### src/rmv_pkg.sv
package rmv_pkg;

  localparam int COUNT_BITS  = 24;
  localparam int SAMPLE_BITS = 16;
  localparam int MEAN_FRAC   = 16;
  localparam int MEAN_W      = SAMPLE_BITS + MEAN_FRAC;
  localparam int PROD_W      = 2 * MEAN_W;
  localparam int PROD_SHIFT  = 24;
  localparam int SUM_W       = 64;
  localparam int VAR_W       = 48;
  localparam int STATUS_W    = 3;
  localparam int STEP_W      = $clog2(SUM_W);

  localparam logic CMD_ADD    = 1'b0;
  localparam logic CMD_REPORT = 1'b1;

  localparam logic [STATUS_W-1:0] ST_ADDED  = 3'd0;
  localparam logic [STATUS_W-1:0] ST_OK     = 3'd1;
  localparam logic [STATUS_W-1:0] ST_NODATA = 3'd2;
  localparam logic [STATUS_W-1:0] ST_ONE    = 3'd3;
  localparam logic [STATUS_W-1:0] ST_OVF    = 3'd4;

  typedef struct packed {
    logic busy;
    logic done;
  } div_stat_t;

endpackage

### src/rmv_div.sv
module rmv_div (
  input  logic                            clk,
  input  logic                            rst,
  input  logic                            start,
  input  logic [rmv_pkg::SUM_W-1:0]       dividend,
  input  logic [rmv_pkg::COUNT_BITS-1:0]  divisor,
  output logic [rmv_pkg::SUM_W-1:0]       quotient,
  output rmv_pkg::div_stat_t              stat
);

  logic                             busy;
  logic                             done;
  logic [rmv_pkg::STEP_W-1:0]       step;
  logic [rmv_pkg::COUNT_BITS-1:0]   rem;
  logic [rmv_pkg::COUNT_BITS-1:0]   dsr;
  logic [rmv_pkg::SUM_W-1:0]        quo;
  logic [rmv_pkg::COUNT_BITS+1:0]   trial;
  logic                             neg;

  // one quotient bit a cycle, restoring form
  always_comb begin
    trial = {1'b0, rem, quo[rmv_pkg::SUM_W-1]} - {2'b00, dsr};
    neg   = trial[rmv_pkg::COUNT_BITS+1];
  end

  always_ff @(posedge clk) begin
    if (rst) begin
      busy <= 1'b0;
      done <= 1'b0;
      step <= '0;
    end else begin
      done <= 1'b0;
      if (start) begin
        busy <= 1'b1;
        step <= '0;
      end else if (busy) begin
        step <= step + rmv_pkg::STEP_W'(1);
        if (step == rmv_pkg::STEP_W'(rmv_pkg::SUM_W - 1)) begin
          busy <= 1'b0;
          done <= 1'b1;
        end
      end
    end
  end

  always_ff @(posedge clk) begin
    if (start) begin
      rem <= '0;
      dsr <= divisor;
      quo <= dividend;
    end else if (busy) begin
      quo <= {quo[rmv_pkg::SUM_W-2:0], ~neg};
      if (neg) begin
        rem <= {rem[rmv_pkg::COUNT_BITS-2:0], quo[rmv_pkg::SUM_W-1]};
      end else begin
        rem <= trial[rmv_pkg::COUNT_BITS-1:0];
      end
    end
  end

  assign quotient  = quo;
  assign stat.busy = busy;
  assign stat.done = done;

endmodule

### src/running_mean_variance.sv
// Welford running mean and sample variance over unsigned samples. An add item
// folds one sample into the count, the Q16.16 mean and the Q.8 sum of squared
// deviations, or answers with overflow status and leaves all state alone; a
// report item returns count, mean and the Q40.8 variance (saturated) and then
// clears everything. One item is in flight at a time. An add and a report
// with two or more samples both run through the shared 64-step radix-2
// divider that serves the mean update and the variance; an add refused for a
// full count and a report with fewer than two samples bypass it. A finished
// result sits in the output register while the next item is taken.
module running_mean_variance (
  input  logic                             clk,
  input  logic                             rst,
  input  logic                             in_valid,
  output logic                             in_stall,
  input  logic                             cmd,
  input  logic [rmv_pkg::SAMPLE_BITS-1:0]  sample,
  output logic                             out_valid,
  input  logic                             out_stall,
  output logic [rmv_pkg::STATUS_W-1:0]     status,
  output logic [rmv_pkg::COUNT_BITS-1:0]   count,
  output logic [rmv_pkg::MEAN_W-1:0]       mean,
  output logic [rmv_pkg::VAR_W-1:0]        variance
);

  localparam logic [2:0] S_IDLE = 3'd0;
  localparam logic [2:0] S_DIV  = 3'd1;
  localparam logic [2:0] S_MUL  = 3'd2;
  localparam logic [2:0] S_UPD  = 3'd3;
  localparam logic [2:0] S_OUT  = 3'd4;

  logic [2:0]                       state;
  logic                             op;
  logic                             below;
  logic [rmv_pkg::MEAN_W-1:0]       xq;
  logic [rmv_pkg::MEAN_W-1:0]       m1;
  logic [rmv_pkg::MEAN_W-1:0]       m2;
  logic [rmv_pkg::MEAN_W-1:0]       nmean;
  logic [rmv_pkg::PROD_W-1:0]       prod;

  logic [rmv_pkg::COUNT_BITS-1:0]   sample_count;
  logic [rmv_pkg::MEAN_W-1:0]       running_mean;
  logic [rmv_pkg::SUM_W-1:0]        sum_sq_dev;

  logic [rmv_pkg::STATUS_W-1:0]     res_status;
  logic [rmv_pkg::COUNT_BITS-1:0]   res_count;
  logic [rmv_pkg::MEAN_W-1:0]       res_mean;
  logic [rmv_pkg::VAR_W-1:0]        res_var;

  logic                             in_accept;
  logic                             out_load;
  logic [rmv_pkg::MEAN_W-1:0]       xq_in;
  logic                             below_in;
  logic [rmv_pkg::MEAN_W-1:0]       m1_in;
  logic                             div_start;
  logic [rmv_pkg::SUM_W-1:0]        div_dividend;
  logic [rmv_pkg::COUNT_BITS-1:0]   div_divisor;
  logic [rmv_pkg::SUM_W-1:0]        quotient;
  rmv_pkg::div_stat_t               div_stat;
  logic [rmv_pkg::MEAN_W-1:0]       q_mean;
  logic [rmv_pkg::MEAN_W-1:0]       nmean_dv;
  logic [rmv_pkg::MEAN_W-1:0]       m2_dv;
  logic [rmv_pkg::PROD_W-1:0]       prod_sh;
  logic [rmv_pkg::SUM_W-1:0]        inc;
  logic [rmv_pkg::SUM_W:0]          sum_ext;
  logic [rmv_pkg::VAR_W-1:0]        var_sat;

  assign in_stall  = (state != S_IDLE);
  assign in_accept = in_valid && !in_stall;
  assign out_load  = (state == S_OUT) && (!out_valid || !out_stall);

  always_comb begin
    xq_in    = {sample, {rmv_pkg::MEAN_FRAC{1'b0}}};
    below_in = (xq_in < running_mean);
    m1_in    = below_in ? (running_mean - xq_in) : (xq_in - running_mean);

    div_start    = 1'b0;
    div_dividend = sum_sq_dev;
    div_divisor  = sample_count - rmv_pkg::COUNT_BITS'(1);
    if (cmd == rmv_pkg::CMD_ADD) begin
      div_dividend = rmv_pkg::SUM_W'(m1_in);
      div_divisor  = sample_count + rmv_pkg::COUNT_BITS'(1);
      div_start    = in_accept && (sample_count != '1);
    end else begin
      div_start    = in_accept && (sample_count > rmv_pkg::COUNT_BITS'(1));
    end

    // quotient never exceeds m1 on the add path
    q_mean   = quotient[rmv_pkg::MEAN_W-1:0];
    nmean_dv = below ? (running_mean - q_mean) : (running_mean + q_mean);
    m2_dv    = below ? (nmean_dv - xq) : (xq - nmean_dv);

    // the product is at most 64 bits, so after the shift it always fits
    prod_sh = prod >> rmv_pkg::PROD_SHIFT;
    inc     = rmv_pkg::SUM_W'(prod_sh);
    sum_ext = {1'b0, sum_sq_dev} + {1'b0, inc};

    var_sat = (quotient[rmv_pkg::SUM_W-1:rmv_pkg::VAR_W] != '0) ? '1
            : quotient[rmv_pkg::VAR_W-1:0];
  end

  rmv_div u_div (
    .clk      (clk),
    .rst      (rst),
    .start    (div_start),
    .dividend (div_dividend),
    .divisor  (div_divisor),
    .quotient (quotient),
    .stat     (div_stat)
  );

  // sequencer and statistics state
  always_ff @(posedge clk) begin
    if (rst) begin
      state        <= S_IDLE;
      sample_count <= '0;
      running_mean <= '0;
      sum_sq_dev   <= '0;
    end else begin
      case (state)
        S_IDLE: begin
          if (in_accept) begin
            state <= div_start ? S_DIV : S_OUT;
          end
        end
        S_DIV: begin
          if (div_stat.done) begin
            state <= (op == rmv_pkg::CMD_ADD) ? S_MUL : S_OUT;
          end
        end
        S_MUL: begin
          state <= S_UPD;
        end
        S_UPD: begin
          if (!sum_ext[rmv_pkg::SUM_W]) begin
            sample_count <= sample_count + rmv_pkg::COUNT_BITS'(1);
            running_mean <= nmean;
            sum_sq_dev   <= sum_ext[rmv_pkg::SUM_W-1:0];
          end
          state <= S_OUT;
        end
        S_OUT: begin
          if (out_load) begin
            state <= S_IDLE;
            if (op == rmv_pkg::CMD_REPORT) begin
              sample_count <= '0;
              running_mean <= '0;
              sum_sq_dev   <= '0;
            end
          end
        end
        default: begin
          state <= S_IDLE;
        end
      endcase
    end
  end

  // working registers and pending result
  always_ff @(posedge clk) begin
    case (state)
      S_IDLE: begin
        if (in_accept) begin
          op    <= cmd;
          xq    <= xq_in;
          below <= below_in;
          m1    <= m1_in;
          res_count <= sample_count;
          res_mean  <= running_mean;
          res_var   <= '0;
          if (cmd == rmv_pkg::CMD_ADD) begin
            res_status <= rmv_pkg::ST_OVF;
          end else if (sample_count == '0) begin
            res_status <= rmv_pkg::ST_NODATA;
            res_mean   <= '0;
          end else if (sample_count == rmv_pkg::COUNT_BITS'(1)) begin
            res_status <= rmv_pkg::ST_ONE;
          end else begin
            res_status <= rmv_pkg::ST_OK;
          end
        end
      end
      S_DIV: begin
        if (div_stat.done) begin
          nmean   <= nmean_dv;
          m2      <= m2_dv;
          res_var <= var_sat;
        end
      end
      S_MUL: begin
        prod <= m1 * m2;
      end
      S_UPD: begin
        if (sum_ext[rmv_pkg::SUM_W]) begin
          res_status <= rmv_pkg::ST_OVF;
        end else begin
          res_status <= rmv_pkg::ST_ADDED;
          res_count  <= sample_count + rmv_pkg::COUNT_BITS'(1);
          res_mean   <= nmean;
        end
        res_var <= '0;
      end
      default: begin
      end
    endcase
  end

  // output register
  always_ff @(posedge clk) begin
    if (rst) begin
      out_valid <= 1'b0;
    end else if (out_load) begin
      out_valid <= 1'b1;
    end else if (!out_stall) begin
      out_valid <= 1'b0;
    end
  end

  always_ff @(posedge clk) begin
    if (out_load) begin
      status   <= res_status;
      count    <= res_count;
      mean     <= res_mean;
      variance <= res_var;
    end
  end

  a_div_done_in_div: assert property (@(posedge clk) disable iff (rst)
    div_stat.done |-> (state == S_DIV))
    else $error("divider finished outside the divide step");

  a_div_quiet_in_idle: assert property (@(posedge clk) disable iff (rst)
    (state == S_IDLE) |-> !div_stat.busy)
    else $error("divider busy while waiting for an item");

  a_report_clears: assert property (@(posedge clk) disable iff (rst)
    (out_load && (op == rmv_pkg::CMD_REPORT))
      |=> (sample_count == '0) && (running_mean == '0) && (sum_sq_dev == '0))
    else $error("report did not clear the statistics");

  a_added_count_matches: assert property (@(posedge clk) disable iff (rst)
    (out_valid && (status == rmv_pkg::ST_ADDED) && (state == S_IDLE))
      |-> (count == sample_count) && (variance == '0))
    else $error("added item disagrees with the stored count");

endmodule

### config.mk
export PLATFORM = sky130hd
export DESIGN_NAME = running_mean_variance
export DESIGN_NICKNAME = d
export VERILOG_FILES = /design/src/rmv_pkg.sv /design/src/rmv_div.sv /design/src/running_mean_variance.sv
export SDC_FILE = /design/constraint.sdc
export NUM_CORES = 2
export LEC_CHECK = 0
export BUFFER_PORTS_ARGS = -buffer_cell sky130_fd_sc_hd__clkbuf_2
export CORE_ASPECT_RATIO = 1.25
export CORE_UTILIZATION = 35
export CTS_CLUSTER_DIAMETER = 120
export DETAILED_ROUTE_END_ITERATION = 6
export SYNTH_ARGS = -nofsm -noshare
export SYNTH_HDL_FRONTEND = slang
export SYNTH_SLANG_ARGS = --single-unit
### constraint.sdc
create_clock -name clk -period 7.5 [get_ports clk]
set_input_delay 0.75 -clock clk [delete_from_list [all_inputs] [get_ports clk]]
set_output_delay 0.75 -clock clk [all_outputs]
set_load 0.05 [all_outputs]
==> qor.txt <==
clock sink count - 611
period utilization - 107%
Yosys top cell by area - fa_1
Hold Path Sink - xq[30]
final setup vio count - 20
Worst-Skew Late Latency - 690 ps
final worst-path setup slack - -515 ps
Syn Nets - 7,957
Initial DRC Count - 3,119
outcome - finished with violations
WL final - 192,000 um
CP max-delay cell - fa_2
top_reg_cell synth - edfxtp_1
M1 WL - 75,300 um
vias in the first global route - 50,900
Max clock buf depth - 3
Overflow after GRT - 0
DRT Pass-1 Iters - 7
metal3 WL - 9440 um
ratio of cells with drive above 1 in the final layout - 13.2%
CTS Buf Count - 60
final count of pins violating max slew - 0
largest net degree at the start of global routing - 121
DR WL/cell - 20.7 um
Slew headroom - 24.5%
endpoint type of the worst setup path - flip-flop
final instance area - 0.0739 mm2
Post-Synthesis Cells - 6,615
final core area utilization - 40.5%
Top Layer Used - met5
crit start category - flip-flop
most frequent cells in the layout - 1,011 x inv_1, 834 x fa_1, 726 x nand2_1, 600 x and2_1, 455 x edfxtp_1
detailed placer's ending HPWL - 149,000 um
leading cell type in the layout, fill and taps excluded - inv_1
Max Cap Violations - 0
EDFF count, synth - 455
hold_sp - sample[14]
CTS tree - built
Final Hold Viols - 0
area grow syn2layout - 14.5%
Crit Path Class - flip-flop to flip-flop
H-tree depth - 2
Vias/cell - 5.18
Yosys reg bits - 611
width of the die - 386 um
GR Util All Layers - 20.8%
Via Count - 48,100
IO Count - 130
Crit path required time - 7920 ps
RR Endpoint - prod[60]
crit path max fanout - 4
Fin Clk Skew - 30.7 ps
die area - 0.186 mm2
first-pass GRT wire length - 298,000 um
Post-CTS Hold Fix Bufs - 0
sequential area share after synthesis - 26.0%
area of placed instances - 0.0701 mm2
DRC Markers - 0
top cells by area, synth - fa_1 28%, edfxtp_1 21%, ha_1 8.2%
R2R Path Start - m1[13]
Yosys top cell area share - 27.9%
Starting Density - 35.4%
average size of a mapped cell - 9.76 um2
fin crit period - 8020 ps
failing checks - negative setup slack
DRT antenna net count - 0
CP max stage delay - 600 ps
CTS clock-pin slew for the worst setup and hold paths - 70 ps
maximum clock rate - 125 MHz
Cell variety after synth - 95
Synth Cell Area - 0.0646 mm2
min-delay worst type - input port to flip-flop
RSZ-0062 raised after global routing - true
post-place setup slack - -842 ps
Placer Congestion - 0.932
worst path arrival time - 8440 ps
Worst R2R Path Depth - 25
row cnt - 175
Synth async-reset ratio - 0%
CTS root buffer - clkbuf_16
Final nets - 8,186
hold depth - 1
IO buf count - 129
initial antenna violation count - 10
met2 routed WL - 96,600 um
warnings from Yosys - 0
worst slew pin tran - 1130 ps
die height - 482 um
worst reg-to-reg setup slack - -520 ps
core footprint - 0.183 mm2
## worst max-delay path by stage
stage,startpoint,to,slack (ps),depth (start not counted)
after detailed placement,m1[5],prod[63],-840,25
after global placement,m1[13],prod[63],-840,28
final,m1[13],prod[60],-520,25
after CTS,m2[13],prod[60],-660,25
after floorplan,m2[5],prod[60],-20,24
after global routing,m2[13],prod[60],-780,33
## Yosys cell counts (21+ instances only)
| library cell | n |
|---|---|
| dfxtp_1 | 156 |
| xor2_1 | 92 |
| fa_1 | 900 |
| o21ai_0 | 167 |
| nand2b_1 | 22 |
| edfxtp_1 | 455 |
| nor2_1 | 226 |
| and2_1 | 623 |
| xnor2_1 | 190 |
| clkbuf_1 | 308 |
| ha_1 | 421 |
| a31oi_1 | 41 |
| nand4_1 | 25 |
| o21bai_1 | 21 |
| a22o_1 | 40 |
| and3_1 | 32 |
| a211oi_1 | 23 |
| a21oi_1 | 276 |
| nor2b_1 | 33 |
| inv_1 | 1039 |
| nor4_1 | 25 |
| mux2i_1 | 50 |
| nand2_1 | 727 |
| or3_1 | 27 |
| o21a_1 | 71 |
| nor3_1 | 71 |
| buf_2 | 25 |
| nand3_1 | 151 |
| a21o_1 | 99 |
## cell families after synthesis
logic type,after synthesis,synth area share (%)
multiplexers,56,0.880
flip-flops,611,26.0
buffers and inverters,1401,8.29
XOR/XNOR,282,3.83
adder cells (fa/ha/maj),1321,36.1
AND/OR/NAND/NOR,2042,15.9
AO/OA/AOI/OAI,902,9.00
## worst max-delay path, delay by kind of cell (launching register included)
| family | cells | cell delay, ps |
|---|---|---|
| compound gates | 8 | 2180 |
| xor+xnor | 1 | 100 |
| fa+ha+maj | 9 | 4300 |
| buf+inv | 5 | 470 |
| flops | 1 | 460 |
| simple gates | 2 | 270 |
## registers in the layout (all words and copies together), names as in the netlist, 6 cells and up
register	count
m1	32
u_div.step	6
u_div.quotient	64
nmean	31
xq	16
sum_sq_dev	64
u_div.dsr	24
res_var	48
u_div.rem	24
variance	48
res_count	24
running_mean	32
res_mean	32
prod	40
count	24
m2	32
mean	32
sample_count	24
## layer usage
layer,GRT usage (%),up-vias
met5,0,-
met2,37.0,1424
met1,25.0,24500
met4,9.58,10
li1,-,21700
met3,2.22,440
## final cells by class
cell class	instances	area [um2]
sequential	611	16800
clock inverter	39	475
inverter	1041	3910
timing repair buffer	527	4400
clock buffer	75	1600
multi-input combinational	4603	43700
fill	17900	109000
tap	2389	2990
antenna	6	15.0
## through the flow
step | setup TNS, ps | hold slack [ps] | std cells
after global routing | -10640 | 274 | 9287
after CTS | -5580 | 244 | 9267
final | -4260 | 284 | 9291
after global placement | -10190 | 402 | 9128
after detailed placement | -9540 | 405 | 9128
after floorplan | -19.1 | 400 | 6615
## timing repair
item / in CTS / in global routing
pin swaps: 95 / 157
setup endpoints to repair: 30 / 37
hold endpoints to repair: 0 / 0
setup buffers: 23 / 21
resized for setup: 93 / 206
gates cloned: 2 / 4
Power is left out: the tool's default activity adds up to more than one toggle a clock period on the data nets, which glitch-free logic cannot reach.
